===== config.mk =====
export PLATFORM = sky130hd
export DESIGN_NAME = nntt_ctrl
export DESIGN_NICKNAME = d
export VERILOG_FILES = /design/src/nntt_pkg.sv /design/src/nntt_ctrl.sv
export VERILOG_INCLUDE_DIRS = /design/src /design/src/src
export SDC_FILE = /design/constraint.sdc
export NUM_CORES = 1
export LEC_CHECK = 0
export ABC_CLOCK_PERIOD_IN_PS = 3390
export BUFFER_PORTS_ARGS = -buffer_cell sky130_fd_sc_hd__buf_2
export CORE_ASPECT_RATIO = 0.6
export CORE_UTILIZATION = 37
export CTS_CLUSTER_DIAMETER = 100
export DETAILED_ROUTE_END_ITERATION = 8
export SETUP_SLACK_MARGIN = 0.15
export SLEW_MARGIN = 20
export SYNTH_ARGS = -nofsm -noshare
export SYNTH_HDL_FRONTEND = slang
export SYNTH_SLANG_ARGS = --single-unit

===== constraint.sdc =====
create_clock -name clk -period 3.39 [get_ports clk]
set_input_delay 0.5085 -clock clk [delete_from_list [all_inputs] [get_ports clk]]
set_output_delay 0.5085 -clock clk [all_outputs]
set_load 0.02 [all_outputs]

===== src/assert_macros.svh =====
// Assertion macros shared by the track table RTL.
`ifndef ASSERT_MACROS_SVH
`define ASSERT_MACROS_SVH

// Same-cycle implication, disabled while reset is asserted.
`define NN_ASSERT_IMP(lbl, clk_s, rst_n_s, ante, cons) \
	lbl: assert property (@(posedge clk_s) disable iff (!rst_n_s) (ante) |-> (cons)) \
		else $error("assertion violated");

// Next-cycle implication, disabled while reset is asserted.
`define NN_ASSERT_NXT(lbl, clk_s, rst_n_s, ante, cons) \
	lbl: assert property (@(posedge clk_s) disable iff (!rst_n_s) (ante) |=> (cons)) \
		else $error("assertion violated");

`endif


===== src/nntt_pkg.sv =====
// Package with shared constants, codes and control types of the track table.
`timescale 1ns / 1ps
package nntt_pkg;

	localparam int MAX_TRACKS_DEF = 16;
	localparam int COORD_BITS_DEF = 16;
	localparam int MAX_RESULTS    = 16;

	localparam int ID_W       = 32;
	localparam int TICK_W     = 32;
	localparam int RADIUS_W   = 34;
	localparam int AGE_W      = 16;
	localparam int ACT_W      = 2;
	localparam int KIND_W     = 3;
	localparam int CFG_IDX_W  = 2;
	localparam int CFG_DATA_W = 34;

	localparam logic [ACT_W-1:0] ACT_DETECT = 2'd0;
	localparam logic [ACT_W-1:0] ACT_TICK   = 2'd1;
	localparam logic [ACT_W-1:0] ACT_REPORT = 2'd2;

	localparam logic [KIND_W-1:0] KIND_MATCHED  = 3'd0;
	localparam logic [KIND_W-1:0] KIND_NEW      = 3'd1;
	localparam logic [KIND_W-1:0] KIND_DROPPED  = 3'd2;
	localparam logic [KIND_W-1:0] KIND_REPORTED = 3'd3;
	localparam logic [KIND_W-1:0] KIND_EMPTY    = 3'd4;

	localparam logic [CFG_IDX_W-1:0] CFG_RADIUS = 2'd0;
	localparam logic [CFG_IDX_W-1:0] CFG_STALE  = 2'd1;
	localparam logic [CFG_IDX_W-1:0] CFG_RECENT = 2'd2;

	localparam logic [RADIUS_W-1:0] RADIUS_RST = 34'd65536;
	localparam logic [AGE_W-1:0]    STALE_RST  = 16'd200;
	localparam logic [AGE_W-1:0]    RECENT_RST = 16'd50;

	typedef struct packed {
		logic load;
		logic scan;
		logic rd_en;
		logic det_commit;
		logic rep_keep;
		logic rep_hold;
		logic rep_finish;
	} cmd_t;

	typedef struct packed {
		logic full;
		logic keep;
		logic recent;
		logic held_v;
		logic out_free;
	} sts_t;

endpackage


===== src/nntt_ctrl.sv =====
// Controller: sequences detection scans, report compaction and result hand-off.
`timescale 1ns / 1ps
`include "assert_macros.svh"
module nntt_ctrl #(
	parameter int MAX_TRACKS = 16,
	parameter int CW         = $clog2(MAX_TRACKS + 1)
) (
	input  logic                       clk,
	input  logic                       arst_n,
	input  logic                       in_valid,
	output logic                       in_ready,
	input  logic [nntt_pkg::ACT_W-1:0] action,
	input  nntt_pkg::sts_t             sts,
	input  logic [CW-1:0]              count,
	output nntt_pkg::cmd_t             cmd,
	output logic [CW-1:0]              rd_idx,
	output logic [CW-1:0]              wr_idx
);
	import nntt_pkg::*;

	localparam int KW = $clog2(MAX_RESULTS + 1);

	typedef enum logic [2:0] {
		S_IDLE,
		S_DSCAN,
		S_DWAIT,
		S_DCOMMIT,
		S_RRD,
		S_REV,
		S_REND
	} state_t;

	state_t        state_q;
	logic [CW-1:0] i_q;
	logic [CW-1:0] w_q;
	logic [KW-1:0] k_q;
	logic          need;
	logic          stall;

	assign need  = sts.keep && sts.recent && (k_q < KW'(MAX_RESULTS));
	assign stall = need && sts.held_v && !sts.out_free;

	always_comb begin
		cmd      = '0;
		rd_idx   = i_q;
		wr_idx   = w_q;
		in_ready = (state_q == S_IDLE);
		unique case (state_q)
			S_IDLE: begin
				cmd.load = in_valid;
			end
			S_DSCAN: begin
				cmd.scan  = 1'b1;
				cmd.rd_en = (i_q < count);
			end
			S_DWAIT: ;
			S_DCOMMIT: begin
				cmd.det_commit = sts.out_free;
			end
			S_RRD: begin
				cmd.rd_en = (i_q < count);
			end
			S_REV: begin
				if (!stall) begin
					cmd.rep_keep = sts.keep;
					cmd.rep_hold = need;
				end
			end
			S_REND: begin
				cmd.rep_finish = sts.out_free;
			end
			default: ;
		endcase
	end

	always_ff @(posedge clk or negedge arst_n) begin
		if (!arst_n) begin
			state_q <= S_IDLE;
			i_q     <= '0;
			w_q     <= '0;
			k_q     <= '0;
		end else begin
			unique case (state_q)
				S_IDLE: begin
					i_q <= '0;
					w_q <= '0;
					k_q <= '0;
					if (in_valid) begin
						unique case (action)
							ACT_DETECT: state_q <= S_DSCAN;
							ACT_REPORT: state_q <= S_RRD;
							default:    state_q <= S_IDLE;
						endcase
					end
				end
				S_DSCAN: begin
					if (i_q < count) begin
						i_q <= i_q + 1'b1;
					end else begin
						state_q <= S_DWAIT;
					end
				end
				S_DWAIT: state_q <= S_DCOMMIT;
				S_DCOMMIT: begin
					if (sts.out_free) begin
						state_q <= S_IDLE;
					end
				end
				S_RRD: begin
					state_q <= (i_q < count) ? S_REV : S_REND;
				end
				S_REV: begin
					if (!stall) begin
						i_q     <= i_q + 1'b1;
						w_q     <= w_q + CW'(sts.keep);
						k_q     <= k_q + KW'(need);
						state_q <= S_RRD;
					end
				end
				S_REND: begin
					if (sts.out_free) begin
						state_q <= S_IDLE;
					end
				end
				default: state_q <= S_IDLE;
			endcase
		end
	end

	`NN_ASSERT_IMP(a_result_bound, clk, arst_n, 1'b1, k_q <= KW'(MAX_RESULTS))
	`NN_ASSERT_NXT(a_commit_done, clk, arst_n, cmd.det_commit || cmd.rep_finish, in_ready)

endmodule


Word level (Yosys, flattened, before mapping) --
Index checks and enable logic that the tools add are counted. Widths: inputs -> output; s select.
Operators by class: add/sub/neg operators 3, order comparisons 2, equal/unequal tests 12, multiplexer cells 21, reduce and logical (&&, ||, !) cells 14
Operator list (number):
- $mux 5 | 4
- $pmux 5 s2 | 2
- $pmux 3 s6 | 1
- $pmux 5 s3 | 1
- $mux 3 | 4
- $add 5x1->5 | 2
- $eq 3x3->1 const B | 3
- $ne 2x2->1 const B | 4
- $eq 3x2->1 const B | 2
- $mux 2 | 3
- $pmux 3 s2 | 1
- $add 5x1->5 const B | 1
- $lt 5x5->1 | 1
- $lt 5x5->1 const B | 1
- $mux 1 | 5
- $logic_and 1x1->1 | 4
- $reduce_and 4->1 | 1
- $reduce_or 2->1 | 2
- $eq 3x1->1 const B | 1
- $logic_not 3->1 | 1
- $reduce_and 3->1 | 1
- $reduce_bool 3->1 | 1
- $eq 2x2->1 const B | 1
- $logic_not 2->1 | 1
- 4 further kinds | 4
Word-level totals: bits in registers 18, input port bits 15, output and inout port bits 18, word-level logic and storage cells 56

Depth between registers and ports, before layout --
depth after elaboration 6, depth in mapped cells 7

Worst setup path after synthesis --
No wires, ideal clock.
kind in2out, from input count[2], to output cmd[4] in the netlist's numbering, data arrival time 1905 ps, data required time 2882 ps, setup slack 977 ps, stages on the path 6, buffers on the path 0, cells stage by stage inv_1 -> ha_1 -> a21o_1 -> a31oi_1 -> o21ai_0 -> nor3b_1
RTL lines:
- start: declaration | line nntt_ctrl.sv:14 | input logic [CW-1:0] count,
- end: declaration | line nntt_ctrl.sv:15 | output nntt_pkg::cmd_t cmd,

==> metrics.md <==
| Metric | Value |
|---|---|
| Synthesized Nets | 154 |
| Area delta synth->final | 20.3% |
| Die ar. | 3600 µm² |
| Async S/R FF share, synth | 100% |
| Hold_buf cts | 0 |
| Pin count of the biggest net entering global routing | 23 |
| Clock latency at the later pin of the worst-skew pair | ~0.26 ns |
| Setup ws final | 0.823 ns |
| H-tree levels | 1 |
| I/O pin count | 33 |
| Fillers | 308 |
| CTS tree | done |
| Post-synth EDFFs | 0 |
| Hpwl dp | 2.31 mm |
| Synth area leaders | dfrtp_1 36%, ha_1 9.1%, a22o_1 5.6% |
| Ys Warns | 0 |
| NumNets Final | 187 |
| Syn_area_per_cell | 9.57 µm² |
| Reg area | 450 µm² |
| Height of the die | 46.9 µm |
| Initial DRC count | 58 |
| CTS max path bufs | 2 |
| Hold Path Class | in2async |
| Pre-antenna DRT Iters | 4 |
| Layout cells sized above 1 | 26.5% |
| Mapped Area | 1240 µm² |
| Final Max Slew Viols | 0 |
| CP startpoint kind | flip-flop |
| Final min period | roughly 2.6 ns |
| Finish-stage setup viols | 0 |
| Slew HR | between 60% and 70% |
| WL per Instance | 14.5 µm |
| Clock-pin transition on the worst setup and hold timing paths | 0.07 ns |
| Multi-input combinational cell area | ~760 µm² |
| Port Buffers | 31 |
| Vias per cell | between 5 and 6 |
| Max_cap viols | 0 |
| Initial Utilization | between 40% and 50% |
| Actual slew at the worst max-slew pin | ~0.53 ns |
| CTS Buf Count | 3 |
| Synth top area share | 36.2% |
| Row Count | 15 |
| Die width | 76.8 µm |
| Commonest non-fill, non-tap cell in the layout | buf_2 |
| Achievable Freq | about 400 MHz |
| Critical path required time | 2.88 ns |
| Worst-path fanout max | 6 |
| Synth unique cells | 41 |
| Post-Syn Instances | 130 |
| Most frequent cells in the layout | 31 x buf_2, 18 x dfrtp_1, 14 x nor2_1 |
| Yosys reg bits | 18 |
| Power density over cell area | between 700 and 800 nW/µm² |
| Largest area contributor in the synthesized netlist | dfrtp_1 |
| Worst path arrival time | 2.06 ns |
| Total core area | 3020 µm² |
| Total track usage | around 18% |
| Antenna violations before repair | 0 |
| Kind of critical path | reg2out |
| Sequential fraction of the synthesis area | 36.2% |
| Grt total ovfl | 0 |
| Maximum VDD drop | 0.267 mV |
| Final wirelength | 2.95 mm |
| Type of element capturing the critical path | primary output |
| Clk_skew | around 0.0044 ns |
| First-pass GRT wire length | 4.81 mm |
| Routed vias | ~1,100 |
| Cts repair resizes | 0 |
| Post-detailed-route count of antenna-violating nets | 0 |
| N_diodes | 0 |
| Post-route setup TNS | 0 ns |
| Most used DFF post-synth | dfrtp_1 |
| Setup Fix Bufs, Post-CTS | 0 |
| Final period utilization | 75.7% |
| Vias in the first global route | 1,022 |
| Dpl ws | 0.915 ns |
| CTS Sinks | 18 |
| RSZ-0062 raised after global routing | no |
| Run status | complete, no violations |
| Leakage | around 0.00077 µW |
| DRC | 0 |
| Clock root buffer | clkbuf_8 |
| Final hold vios | 0 |
| Routability cong. | 0.792 |
==> Yosys cell counts (2+ instances only) <==
| library cell | n |
|---|---|
| nand2_1 | 8 |
| ha_1 | 9 |
| o21a_1 | 2 |
| buf_2 | 2 |
| a21oi_1 | 3 |
| clkbuf_1 | 2 |
| o22ai_1 | 2 |
| a21o_1 | 2 |
| nand3_1 | 3 |
| a32o_1 | 2 |
| and3_1 | 2 |
| nor3b_1 | 2 |
| dfrtp_1 | 18 |
| nand4_1 | 4 |
| nand2b_1 | 6 |
| a22o_1 | 8 |
| nor2_1 | 14 |
| and2_1 | 2 |
| o2bb2ai_1 | 2 |
| o21ai_0 | 6 |
| xor2_1 | 7 |
| inv_1 | 5 |
==> worst paths after layout <==
check / from / end / slack, ns / depth (start not counted)
setup / recovery: rd_idx[2] / cmd[4] / 0.82 / 6
min in group clk: rd_idx[0] / rd_idx[0] / 0.55 / 1
hold reg to reg: rd_idx[0] / rd_idx[0] / 0.55 / 1
setup reg to reg: rd_idx[2] / state_q[0] / 1.36 / 6
hold / removal: arst_n / rd_idx[0] / 0.18 / 1
max in group asynchronous: arst_n / state_q[0] / 2.90 / 1
==> flip-flops by register name, indices dropped and copies added (netlist names) <==
| name | flops |
|---|---|
| rd_idx | 5 |
| wr_idx | 5 |
| state_q | 3 |
| k_q | 5 |
==> cell families (layout without fill, tap and decap cells) <==
logic type | Yosys count | after routing | synth area share (%)
simple gates | 50 | 50 | 21.5
compound gates | 35 | 35 | 23.6
flops | 18 | 18 | 36.2
fa+ha+maj | 9 | 9 | 9.05
buf+inv | 9 | 41 | 2.92
xor+xnor | 7 | 7 | 4.93
mux | 2 | 2 | 1.71
==> per-stage QoR <==
step                      power [µW]  std cells  utilization [%]  hold slack [ns]  cell area [µm²]
final                           1130        204             49.5            0.180             1500
after global routing            1220        204             49.5            0.206             1500
after CTS                       1140        204             49.5            0.201             1500
after detailed placement         956        200             47.7            0.484             1440
after global placement           940        200             47.7            0.471             1440
after floorplan                  789        130                -            0.213             1240
==> critical path: stages (launching register included) <==
cell and delay [ns]:
dfrtp_1 0.43, ha_1 0.32, a21o_1 0.17, a31oi_1 0.29, o21ai_0 0.19, nor3b_1 0.20, buf_2 0.19
==> routing by layer <==
metal / vias to the layer above / track usage, % / share of wire (%)
met5: - / 0 / 0
met4: 0 / 3.46 / 0
met3: 0 / 4.66 / 4.5
met2: 25 / 28.7 / 43
met1: 525 / 24.8 / 53
li1: 543 / - / -
==> power breakdown <==
group | switching [µW] | total (µW) | internal [µW] | leakage [µW]
Clock | 75.0 | 178 | 103 | 0.0000288
Combinational | 385 | 630 | 245 | 0.000494
Sequential | 70.4 | 321 | 250 | 0.000246
Total | 531 | 1130 | 598 | 0.000769
==> cell type report <==
class                           instances  share of cell area, %
Sequential cell                        18                   30.1
Inverter                                5                   1.25
Clock buffer                            4                   3.68
Tap cell                               42                   3.51
Multi-Input combinational cell        103                   50.6
Timing Repair Buffer                   32                   10.9
No activity file was read; power rests on OpenSTA's default activity.
