$ cat src/assert_macros.svh
// Assertion macros shared by the track table RTL.
`ifndef ASSERT_MACROS_SVH
`define ASSERT_MACROS_SVH

// Same-cycle implication, disabled while reset is asserted.
`define NN_ASSERT_IMP(lbl, clk_s, rst_n_s, ante, cons) \
	lbl: assert property (@(posedge clk_s) disable iff (!rst_n_s) (ante) |-> (cons)) \
		else $error("assertion violated");

// Next-cycle implication, disabled while reset is asserted.
`define NN_ASSERT_NXT(lbl, clk_s, rst_n_s, ante, cons) \
	lbl: assert property (@(posedge clk_s) disable iff (!rst_n_s) (ante) |=> (cons)) \
		else $error("assertion violated");

`endif

$ cat src/nntt_pkg.sv
// Package with shared constants, codes and control types of the track table.
`timescale 1ns / 1ps
package nntt_pkg;

	localparam int MAX_TRACKS_DEF = 16;
	localparam int COORD_BITS_DEF = 16;
	localparam int MAX_RESULTS    = 16;

	localparam int ID_W       = 32;
	localparam int TICK_W     = 32;
	localparam int RADIUS_W   = 34;
	localparam int AGE_W      = 16;
	localparam int ACT_W      = 2;
	localparam int KIND_W     = 3;
	localparam int CFG_IDX_W  = 2;
	localparam int CFG_DATA_W = 34;

	localparam logic [ACT_W-1:0] ACT_DETECT = 2'd0;
	localparam logic [ACT_W-1:0] ACT_TICK   = 2'd1;
	localparam logic [ACT_W-1:0] ACT_REPORT = 2'd2;

	localparam logic [KIND_W-1:0] KIND_MATCHED  = 3'd0;
	localparam logic [KIND_W-1:0] KIND_NEW      = 3'd1;
	localparam logic [KIND_W-1:0] KIND_DROPPED  = 3'd2;
	localparam logic [KIND_W-1:0] KIND_REPORTED = 3'd3;
	localparam logic [KIND_W-1:0] KIND_EMPTY    = 3'd4;

	localparam logic [CFG_IDX_W-1:0] CFG_RADIUS = 2'd0;
	localparam logic [CFG_IDX_W-1:0] CFG_STALE  = 2'd1;
	localparam logic [CFG_IDX_W-1:0] CFG_RECENT = 2'd2;

	localparam logic [RADIUS_W-1:0] RADIUS_RST = 34'd65536;
	localparam logic [AGE_W-1:0]    STALE_RST  = 16'd200;
	localparam logic [AGE_W-1:0]    RECENT_RST = 16'd50;

	typedef struct packed {
		logic load;
		logic scan;
		logic rd_en;
		logic det_commit;
		logic rep_keep;
		logic rep_hold;
		logic rep_finish;
	} cmd_t;

	typedef struct packed {
		logic full;
		logic keep;
		logic recent;
		logic held_v;
		logic out_free;
	} sts_t;

endpackage

$ cat src/nntt_ram.sv
// Generic single-write, single-read RAM with registered read data.
`timescale 1ns / 1ps
module nntt_ram #(
	parameter int WIDTH = 8,
	parameter int DEPTH = 16,
	parameter int AW    = (DEPTH > 1) ? $clog2(DEPTH) : 1
) (
	input  logic             clk,
	input  logic             we,
	input  logic [AW-1:0]    waddr,
	input  logic [WIDTH-1:0] wdata,
	input  logic             re,
	input  logic [AW-1:0]    raddr,
	output logic [WIDTH-1:0] rdata
);

	logic [WIDTH-1:0] mem [DEPTH];
	logic [WIDTH-1:0] rdata_q;

	always_ff @(posedge clk) begin
		if (we) begin
			mem[waddr] <= wdata;
		end
		if (re) begin
			rdata_q <= mem[raddr];
		end
	end

	assign rdata = rdata_q;

endmodule

$ cat src/nntt_dp.sv
// Datapath: track RAM, distance pipeline, table state, config and output register.
`timescale 1ns / 1ps
`include "assert_macros.svh"
module nntt_dp #(
	parameter int MAX_TRACKS = 16,
	parameter int COORD_BITS = 16,
	parameter int CW         = $clog2(MAX_TRACKS + 1)
) (
	input  logic                                 clk,
	input  logic                                 arst_n,
	input  logic                                 cfg_valid,
	input  logic [nntt_pkg::CFG_IDX_W-1:0]       cfg_index,
	input  logic [nntt_pkg::CFG_DATA_W-1:0]      cfg_data,
	input  logic [nntt_pkg::ACT_W-1:0]           action,
	input  logic signed [COORD_BITS-1:0]         pos_x,
	input  logic signed [COORD_BITS-1:0]         pos_y,
	input  logic signed [COORD_BITS-1:0]         pos_z,
	input  logic                                 end_of_batch,
	input  nntt_pkg::cmd_t                       cmd,
	input  logic [CW-1:0]                        rd_idx,
	input  logic [CW-1:0]                        wr_idx,
	output nntt_pkg::sts_t                       sts,
	output logic [CW-1:0]                        count,
	input  logic                                 out_ready,
	output logic                                 out_valid,
	output logic [nntt_pkg::KIND_W-1:0]          kind,
	output logic [nntt_pkg::ID_W-1:0]            track_id,
	output logic signed [COORD_BITS-1:0]         out_x,
	output logic signed [COORD_BITS-1:0]         out_y,
	output logic signed [COORD_BITS-1:0]         out_z,
	output logic [nntt_pkg::TICK_W-1:0]          first_tick,
	output logic [nntt_pkg::TICK_W-1:0]          last_tick,
	output logic                                 last
);
	import nntt_pkg::*;

	localparam int AW     = (MAX_TRACKS > 1) ? $clog2(MAX_TRACKS) : 1;
	localparam int C      = COORD_BITS;
	localparam int OFF_LAST  = 0;
	localparam int OFF_FIRST = TICK_W;
	localparam int OFF_Z     = 2 * TICK_W;
	localparam int OFF_Y     = OFF_Z + C;
	localparam int OFF_X     = OFF_Y + C;
	localparam int OFF_ID    = OFF_X + C;
	localparam int WW        = OFF_ID + ID_W;
	localparam int SQW       = 2 * C + 2;
	localparam int SUMW      = SQW + 2;
	localparam int CMPW      = (SUMW > RADIUS_W) ? SUMW : RADIUS_W;

	logic [RADIUS_W-1:0] radius_q;
	logic [AGE_W-1:0]    stale_q;
	logic [AGE_W-1:0]    recent_q;

	logic [C-1:0]        px_q, py_q, pz_q;
	logic                eob_q;
	logic [CW-1:0]       count_q;
	logic [ID_W-1:0]     next_id_q;
	logic [TICK_W-1:0]   now_q;
	logic [MAX_TRACKS-1:0] pending_q;
	logic [MAX_TRACKS-1:0] above;

	logic                ram_we;
	logic [AW-1:0]       ram_waddr;
	logic [WW-1:0]       ram_wdata;
	logic [WW-1:0]       rdata;

	logic                vld_s1;
	logic [AW-1:0]       idx_s1;
	logic                vld_s2;
	logic [AW-1:0]       idx_s2;
	logic [WW-1:0]       word_s2;
	logic [SQW-1:0]      sqx_s2, sqy_s2, sqz_s2;

	logic signed [C:0]     dx, dy, dz;
	logic signed [SQW-1:0] sqx, sqy, sqz;
	logic [SUMW-1:0]       dist_sum;
	logic [CMPW-1:0]       dist_c, best_c;

	logic                found_q;
	logic [RADIUS_W-1:0] best_q;
	logic [AW-1:0]       bidx_q;
	logic [WW-1:0]       bword_q;

	logic                held_v_q;
	logic [WW-1:0]       held_q;

	logic [TICK_W-1:0]   age;
	logic [WW-1:0]       det_word;
	logic                full;

	logic                out_valid_q;
	logic                load_out;
	logic [KIND_W-1:0]   kind_q, kind_d;
	logic [ID_W-1:0]     id_q, id_d;
	logic [C-1:0]        x_q, x_d, y_q, y_d, z_q, z_d;
	logic [TICK_W-1:0]   first_q, first_d, lastt_q, lastt_d;
	logic                fin_q, fin_d;

	// configuration registers
	always_ff @(posedge clk or negedge arst_n) begin
		if (!arst_n) begin
			radius_q <= RADIUS_RST;
			stale_q  <= STALE_RST;
			recent_q <= RECENT_RST;
		end else if (cfg_valid) begin
			unique case (cfg_index)
				CFG_RADIUS: radius_q <= cfg_data;
				CFG_STALE:  stale_q  <= cfg_data[AGE_W-1:0];
				CFG_RECENT: recent_q <= cfg_data[AGE_W-1:0];
				default: ;
			endcase
		end
	end

	assign full = (count_q == CW'(MAX_TRACKS));

	// track storage
	assign det_word = {found_q ? bword_q[OFF_ID +: ID_W] : next_id_q,
		px_q, py_q, pz_q,
		found_q ? bword_q[OFF_FIRST +: TICK_W] : now_q,
		now_q};
	assign ram_we    = cmd.rep_keep || (cmd.det_commit && (found_q || !full));
	assign ram_waddr = cmd.rep_keep ? wr_idx[AW-1:0] : (found_q ? bidx_q : count_q[AW-1:0]);
	assign ram_wdata = cmd.rep_keep ? rdata : det_word;

	nntt_ram #(
		.WIDTH (WW),
		.DEPTH (MAX_TRACKS)
	) u_ram (
		.clk   (clk),
		.we    (ram_we),
		.waddr (ram_waddr),
		.wdata (ram_wdata),
		.re    (cmd.rd_en),
		.raddr (rd_idx[AW-1:0]),
		.rdata (rdata)
	);

	// distance pipeline
	assign dx  = $signed({px_q[C-1], px_q}) - $signed({rdata[OFF_X+C-1], rdata[OFF_X +: C]});
	assign dy  = $signed({py_q[C-1], py_q}) - $signed({rdata[OFF_Y+C-1], rdata[OFF_Y +: C]});
	assign dz  = $signed({pz_q[C-1], pz_q}) - $signed({rdata[OFF_Z+C-1], rdata[OFF_Z +: C]});
	assign sqx = dx * dx;
	assign sqy = dy * dy;
	assign sqz = dz * dz;
	assign dist_sum = {2'b00, sqx_s2} + {2'b00, sqy_s2} + {2'b00, sqz_s2};
	assign dist_c   = CMPW'(dist_sum);
	assign best_c   = CMPW'(best_q);

	always_ff @(posedge clk or negedge arst_n) begin
		if (!arst_n) begin
			vld_s1 <= 1'b0;
			vld_s2 <= 1'b0;
		end else begin
			vld_s1 <= cmd.rd_en && cmd.scan;
			vld_s2 <= vld_s1 && !pending_q[idx_s1];
		end
	end

	always_ff @(posedge clk) begin
		idx_s1  <= rd_idx[AW-1:0];
		idx_s2  <= idx_s1;
		word_s2 <= rdata;
		sqx_s2  <= $unsigned(sqx);
		sqy_s2  <= $unsigned(sqy);
		sqz_s2  <= $unsigned(sqz);
	end

	// nearest candidate, earlier entry wins a tie
	always_ff @(posedge clk or negedge arst_n) begin
		if (!arst_n) begin
			found_q <= 1'b0;
		end else if (cmd.load) begin
			found_q <= 1'b0;
		end else if (vld_s2 && dist_c < best_c) begin
			found_q <= 1'b1;
		end
	end

	always_ff @(posedge clk) begin
		if (cmd.load) begin
			best_q <= radius_q;
		end else if (vld_s2 && dist_c < best_c) begin
			best_q  <= dist_c[RADIUS_W-1:0];
			bidx_q  <= idx_s2;
			bword_q <= word_s2;
		end
	end

	// request latch
	always_ff @(posedge clk) begin
		if (cmd.load) begin
			px_q  <= pos_x;
			py_q  <= pos_y;
			pz_q  <= pos_z;
			eob_q <= end_of_batch;
		end
	end

	// table state
	always_ff @(posedge clk or negedge arst_n) begin
		if (!arst_n) begin
			count_q   <= '0;
			next_id_q <= '0;
			now_q     <= '0;
			pending_q <= '0;
		end else begin
			if (cmd.load && (action == ACT_TICK || action == ACT_REPORT)) begin
				pending_q <= '0;
			end
			if (cmd.load && action == ACT_TICK) begin
				now_q <= now_q + 1'b1;
			end
			if (cmd.det_commit) begin
				if (eob_q) begin
					pending_q <= '0;
				end else if (!found_q && !full) begin
					pending_q[count_q[AW-1:0]] <= 1'b1;
				end
				if (!found_q && !full) begin
					count_q   <= count_q + 1'b1;
					next_id_q <= next_id_q + 1'b1;
				end
			end
			if (cmd.rep_finish) begin
				count_q <= wr_idx;
			end
		end
	end

	// report hold stage
	assign age = now_q - rdata[OFF_LAST +: TICK_W];

	always_ff @(posedge clk or negedge arst_n) begin
		if (!arst_n) begin
			held_v_q <= 1'b0;
		end else if (cmd.rep_hold) begin
			held_v_q <= 1'b1;
		end else if (cmd.rep_finish) begin
			held_v_q <= 1'b0;
		end
	end

	always_ff @(posedge clk) begin
		if (cmd.rep_hold) begin
			held_q <= rdata;
		end
	end

	// result register
	assign load_out = cmd.det_commit || (cmd.rep_hold && held_v_q) || cmd.rep_finish;

	always_comb begin
		kind_d  = KIND_MATCHED;
		id_d    = det_word[OFF_ID +: ID_W];
		x_d     = px_q;
		y_d     = py_q;
		z_d     = pz_q;
		first_d = det_word[OFF_FIRST +: TICK_W];
		lastt_d = now_q;
		fin_d   = 1'b1;
		if (cmd.det_commit) begin
			if (found_q) begin
				kind_d = KIND_MATCHED;
			end else if (!full) begin
				kind_d = KIND_NEW;
			end else begin
				kind_d  = KIND_DROPPED;
				id_d    = '0;
				first_d = now_q;
			end
		end else if (held_v_q) begin
			kind_d  = KIND_REPORTED;
			id_d    = held_q[OFF_ID +: ID_W];
			x_d     = held_q[OFF_X +: C];
			y_d     = held_q[OFF_Y +: C];
			z_d     = held_q[OFF_Z +: C];
			first_d = held_q[OFF_FIRST +: TICK_W];
			lastt_d = held_q[OFF_LAST +: TICK_W];
			fin_d   = cmd.rep_finish;
		end else begin
			kind_d  = KIND_EMPTY;
			id_d    = '0;
			x_d     = '0;
			y_d     = '0;
			z_d     = '0;
			first_d = '0;
			lastt_d = '0;
		end
	end

	always_ff @(posedge clk or negedge arst_n) begin
		if (!arst_n) begin
			out_valid_q <= 1'b0;
		end else if (load_out) begin
			out_valid_q <= 1'b1;
		end else if (out_ready) begin
			out_valid_q <= 1'b0;
		end
	end

	always_ff @(posedge clk) begin
		if (load_out) begin
			kind_q  <= kind_d;
			id_q    <= id_d;
			x_q     <= x_d;
			y_q     <= y_d;
			z_q     <= z_d;
			first_q <= first_d;
			lastt_q <= lastt_d;
			fin_q   <= fin_d;
		end
	end

	assign out_valid  = out_valid_q;
	assign kind       = kind_q;
	assign track_id   = id_q;
	assign out_x      = x_q;
	assign out_y      = y_q;
	assign out_z      = z_q;
	assign first_tick = first_q;
	assign last_tick  = lastt_q;
	assign last       = fin_q;

	assign count        = count_q;
	assign sts.full     = full;
	assign sts.keep     = age < TICK_W'(stale_q);
	assign sts.recent   = age < TICK_W'(recent_q);
	assign sts.held_v   = held_v_q;
	assign sts.out_free = !out_valid_q || out_ready;

	always_comb begin
		for (int j = 0; j < MAX_TRACKS; j++) begin
			above[j] = (j >= int'(count_q));
		end
	end

	`NN_ASSERT_IMP(a_count_bound, clk, arst_n, 1'b1, count_q <= CW'(MAX_TRACKS))
	`NN_ASSERT_IMP(a_pending_in_table, clk, arst_n, 1'b1, (pending_q & above) == '0)
	`NN_ASSERT_IMP(a_commit_room, clk, arst_n, load_out, !out_valid_q || out_ready)

endmodule

$ cat config.mk
export PLATFORM = sky130hd
export DESIGN_NAME = nntt_dp
export DESIGN_NICKNAME = d
export VERILOG_FILES = /design/src/nntt_pkg.sv /design/src/nntt_ram.sv /design/src/nntt_dp.sv
export VERILOG_INCLUDE_DIRS = /design/src /design/src/src
export SDC_FILE = /design/constraint.sdc
export NUM_CORES = 2
export LEC_CHECK = 0
export BUFFER_PORTS_ARGS = -buffer_cell sky130_fd_sc_hd__buf_2
export CORE_MARGIN = 5
export CORE_UTILIZATION = 40
export CTS_BUF_LIST = sky130_fd_sc_hd__clkbuf_8 sky130_fd_sc_hd__clkbuf_16
export DETAILED_ROUTE_END_ITERATION = 8
export GPL_TIMING_DRIVEN = 0
export PLACE_DENSITY = 0.6
export SETUP_SLACK_MARGIN = 0.15
export SYNTH_ARGS = -nofsm -noshare
export SYNTH_HDL_FRONTEND = slang
export SYNTH_HIERARCHICAL = 1
export SYNTH_SLANG_ARGS = --single-unit
$ cat constraint.sdc
create_clock -name clk -period 11.55 [get_ports clk]
set_input_delay 1.155 -clock clk [delete_from_list [all_inputs] [get_ports clk]]
set_output_delay 1.155 -clock clk [all_outputs]
set_load 0.03 [all_outputs]
Word level (Yosys, flattened, before mapping)
Memory sizes are Yosys's and may differ from the RTL's. A register that Yosys moved wholly into a read port is not among the register bits.
Index checks and enable logic that the tools add are counted.

word-level totals
  register bits = 933
  bits in latches = 0
  RAM bits = 2,304
  memory bits (read-only) = 0
  input port bits = 108
  logic and storage cells = 139
  memories kept = 1

memory list
  memory     depth  width  read ports  clocked after memory_dff  write ports  line            text
  u_ram.mem  16     144    1           1                         1            nntt_ram.sv:17  logic [WIDTH-1:0] mem [DEPTH];

operators by class
  add/sub/neg operators = 9
  multiply operators = 3
  div/mod/pow operators = 0
  magnitude comparators = 6
  equal/unequal tests = 5
  shifts and indexed selects = 0
  mux-type cells = 46
  bitwise logic cells = 3
  reductions and logical operators = 32

operators with widths
  operator                                                     count
  two-way mux 32 bit                                           12
  two-way mux 16 bit                                           10
  two-way mux 144 bit                                          1
  multiplier 17 x 17 -> 34 bit                                 3
  two-way mux 34 bit                                           2
  adder 32 x 1 -> 32 bit (second input constant)               2
  less-than comparator 32 x 16 -> 1 bit                        2
  subtractor 16 x 16 -> 17 bit                                 3
  adder 35 x 34 -> 36 bit                                      1
  less-than comparator 36 x 34 -> 1 bit                        1
  adder 34 x 34 -> 35 bit                                      1
  subtractor 32 bit                                            1
  OR 16 bit                                                    1
  two-way mux 5 bit                                            3
  AND reduction 2 bit                                          6
  less-than comparator 4 x 5 -> 1 bit (second input constant)  2
  two-way mux 1 bit                                            10
  nonzero test 2 bit                                           5
  logical AND 1 bit                                            9
  two-way mux 4 bit                                            2
  logical OR 1 bit                                             6
  two-way mux 3 bit                                            2
  adder 5 x 1 -> 5 bit (second input constant)                 1
  == test 5 bit (second input constant)                        1
  other kinds (10)                                             17

Depth between registers and ports, before layout
  word-level depth = 8
  gate-level depth with buffers = 38

By module
Netlist, hierarchy kept.

by module, submodules not included
  module    instances  cells an instance  area an instance (um^2)  seq. area each (um^2)
  nntt_ram  1          3,773              90,885.9                 73,510.5
  nntt_dp   1          5,982              64,884.7                 20,638.5

Worst setup path after synthesis
Ideal clock, no wire load.

  kind = in2reg
  start = in cmd[2] (netlist name)
  end = mem u_ram/mem[0][0] (netlist name), enable pin
  data arrival time = 12.394 ns
  required time = 10.726 ns
  setup slack = -1.668 ns
  cell stages on the path = 6
  path buffers = 3
  path through = clkbuf_1 > clkbuf_1 > clkbuf_1 > o21ai_0 > or3b_2 > nor3_1

on the way
  elaborated cells between the ends (all ways) = 4
  those cells by class = mux (3); reduce/logical (1)

RTL lines
  item               line            text
  from (decl)        nntt_dp.sv:19   input nntt_pkg::cmd_t cmd,
  two-way mux 4 bit  nntt_dp.sv:123  assign ram_waddr = cmd.rep_keep ? wr_idx[AW-1:0] : (found_q ? bidx_q : count_q[AW-1:0]);
  net ram_waddr[2]   nntt_dp.sv:63   logic [AW-1:0] ram_waddr;
  to (decl)          nntt_ram.sv:17

The timed path passes the listed nets, and every way through them passes these cells.

Worst setup path after layout
  start = reg u_ram.rdata_q[64] (netlist: u_ram/rdata[64]), read port of u_ram.mem
  end = reg sqz_s2[32]

on the way
  longest elaborated chain between the ends = 2

RTL lines
  item                          line            text
  from (decl)                   nntt_ram.sv:18  logic [WIDTH-1:0] rdata_q;
  subtractor 16 x 16 -> 17 bit  nntt_dp.sv:142  assign dz = $signed({pz_q[C-1], pz_q}) - $signed({rdata[OFF_Z+C-1], rdata[OFF_Z +: C]});
  multiplier 17 x 17 -> 34 bit  nntt_dp.sv:145  assign sqz = dz * dz;
  net sqz[32]                   nntt_dp.sv:75   logic signed [SQW-1:0] sqx, sqy, sqz;
  to (signal assigned)          nntt_dp.sv:166  sqz_s2 <= $unsigned(sqz);
  to (decl)                     nntt_dp.sv:72   logic [SQW-1:0] sqx_s2, sqy_s2, sqz_s2;

The timed path passes the listed nets, and every way through them passes these cells.
A chain may end at the register's enable or synchronous reset.

==> run_results.csv <==
group,metric,value,unit
run_status,outcome,"complete, but fails checks",
run_status,failed_checks,"max-capacitance violations, max-slew violations",
setup_path,cp_max_fo,10,
timing,fin_skew,84.6,ps
logic_synthesis,syn_area,156000,um^2
floorplanning,die_area,402000,um^2
place,gp_congestion,0.889,
logic_synthesis,ys_ff_latch,3218,
place,dp_cells,15400,
final_layout,nets,12000,
drt,wl_per_cell,29.0,um
floorplanning,core,389000,um^2
drt,vias_per_cell,5.55,
grt,grt-ovfl-total,0,
timing,hold_violations,0,
cts,numCtsBuffers,337,
setup_path,crit_top_cell,"fa_1",
timing,max_freq,94.3,MHz
timing,fin_crit,10610,ps
cts,cts_resized,0,
cts,clk_pin_slew_worst_paths,60,ps
setup_path,critical_path.slowest_cell,"xnor2_1",
final_layout,final_cell_mix,"edfxtp_1 (2891), inv_1 (1252), fa_1 (848), nand2_1 (565), mux4_2 (541)",
timing,finalMaxSlewViolations,47,
final_layout,layout.cells.most_common,"edfxtp_1",
drt,drtIter0Drc,9167,
final_layout,ff_latch_area,94100,um^2
timing,relSlewSlack,-10.9,%
grt,grt_util_all_layers,22.8,%
logic_synthesis,synth_cell_type_count,106,
logic_synthesis,syn_area_per_cell,16.0,um^2
final_layout,num-fill-cells,33500,
cts,ctsHoldBuffers,0,
grt,grt_pass1_wl,662000,um
timing,setup-tns-final,0,ps
cts,cts_setup_buffers,0,
place,port_buffers,263,
floorplanning,row_count,229,
timing,setup_viol,0,
drt,vias,89200,
logic_synthesis,syn-instance-count,9755,
setup_path,cp-start-kind,"register",
logic_synthesis,ys_warn_count,6,
setup_path,cp_slowest_stage_delay,1150,ps
cts,clkLatencyLatePin,950,ps
logic_synthesis,synth_area_leaders,"edfxtp_1 (56%), fa_1 (11%), mux4_2 (7.8%), ha_1 (3.5%), inv_1 (2.8%)",
worst_hold_path,hp-class,"in -> async",
setup_path,worstPathRequired,12290,ps
logic_synthesis,synth-main-ff-cell,"edfxtp_1",
setup_path,critPathArrivalTime,11350,ps
logic_synthesis,synth_top_cell_by_area,"edfxtp_1",
final_layout,layout-drive-gt1-share,18.5,%
final_layout,synthToLayoutAreaGrowth,14.8,%
timing,finalCritPeriodShare,91.9,%
cts,cts-root-buf,"clkbuf_16",
place,dpl_cell_area,168000,um^2
timing,worst_pin_slew,1650,ps
cts,tritoncts,"built",
setup_path,critPathKind,"reg -> reg",
cts,cts_buffer_depth,4,
drt,wl,465000,um
grt,grt_pass1_vias,92100,
drt,drc,0,
timing,rsz0062_at_grt,"no",
place,dp_hpwl,338000,um
logic_synthesis,synth_top_area_share,55.7,%
logic_synthesis,seq_area_frac_synth,60.4,%
setup_path,worstSetupEndpointType,"register",
grt,antenna_found_initial,47,
job,maxCapViolations,6,
floorplanning,design.portCount,267,
cts,numClockSinks,3218,
final_layout,final_area,179000,um^2
final_layout,multi_input_area,55600,um^2
drt,ant_nets,0,
floorplanning,die_w,634,um
drt,drtPass1Iterations,6,
logic_synthesis,async_reset_ff_share,4.85,%
floorplanning,die_h,634,um
floorplanning,initial_core_util,40.1,%
final_layout,finalNonFillerCells,16100,
grt,grt_max_degree,104,
cts,cts-htree-levels,5,
logic_synthesis,synth-edff-count,2891,
## Yosys cell counts, types with 167 or more instances
| cell type | instances |
|---|---|
| edfxtp_1 | 2891 |
| nor2_1 | 409 |
| ha_1 | 433 |
| dfxtp_1 | 171 |
| nand2_1 | 565 |
| o21ai_0 | 167 |
| xnor2_1 | 182 |
| mux2_2 | 296 |
| fa_1 | 848 |
| clkbuf_1 | 238 |
| mux4_2 | 541 |
| a22o_1 | 176 |
| inv_1 | 1169 |
| a22oi_1 | 258 |
## sequential cells by signal, indices dropped and copies added (netlist names), 32 cells and up
name         cells
now_q           32
u_ram/mem     2304
best_q          34
bword_q         64
first_tick      32
sqz_s2          33
u_ram/rdata    144
next_id_q       32
held_q         144
track_id        32
sqy_s2          33
sqx_s2          33
word_s2         64
last_tick       32
radius_q        34
## cell type report
class	instances	area share [%]
Sequential cell	3218	52.7
Timing Repair Buffer	473	2.90
Multi-Input combinational cell	4965	31.1
Buffer	386	1.02
Clock inverter	246	1.17
Inverter	1187	2.49
Clock buffer	370	5.03
Tap cell	5197	3.64
Antenna cell	18	0.0252
## layer usage
metal  share of wire (%)  GRT usage (%)  wire length [um]  vias to the layer above
li1                    -              -                 -                    37400
met1                  40           30.7            185000                    47200
met2                  48           37.5            224000                     3909
met3                 8.0           3.88             37000                      676
met4                 4.2           8.32             19500                       10
met5               0.015              0                69                        -
## metrics by stage
stage          setup WS (ps)  util, %  hold slack, ps
4_1_cts                  914     46.0             118
2_1_floorplan          -1390        -             338
3_5_place_dp             911     43.1             374
3_3_place_gp          -18460     42.1             365
6_report                 940     46.0             165
5_1_grt                  477     46.0             162
## critical path, delay by kind of cell, from the launching register on
| family | cells | cell delay [ps] |
|---|---|---|
| compound gates | 10 | 2620 |
| flops | 1 | 500 |
| fa+ha+maj | 9 | 4030 |
| xor+xnor | 2 | 1660 |
| buf+inv | 6 | 910 |
| simple gates | 5 | 730 |
## worst paths after layout
path | slack (ps) | endpoint | startpoint | cells past startpoint
setup / recovery | 940 | sqz_s2[32] | u_ram/rdata[64] | 32
hold / removal | 160 | now_q[26] | arst_n | 1
setup reg to reg | 940 | sqz_s2[32] | u_ram/rdata[64] | 32
hold reg to reg | 380 | word_s2[39] | u_ram/rdata[39] | 0
max in group asynchronous | 10300 | radius_q[32] | arst_n | 2
min in group clk | 370 | idx_s1[0] | rd_idx[0] | 1
## cells by family (layout without fill, tap and decap cells)
family,count (synthesis),after routing,synth area share [%]
DFF,3218,3218,60.4
buffers and inverters,1573,2662,4.02
and+or+nand+nor,1354,1354,3.84
adders and majority gates,1281,1281,14.4
AOI/OAI and AO/OA,1166,1166,5.47
muxes,906,906,10.4
xor gates and xnor gates,255,255,1.44
other,2,21,0.00482
Power is left out: the tool's default activity adds up to more than one toggle a clock period on the data nets, which glitch-free logic cannot reach.
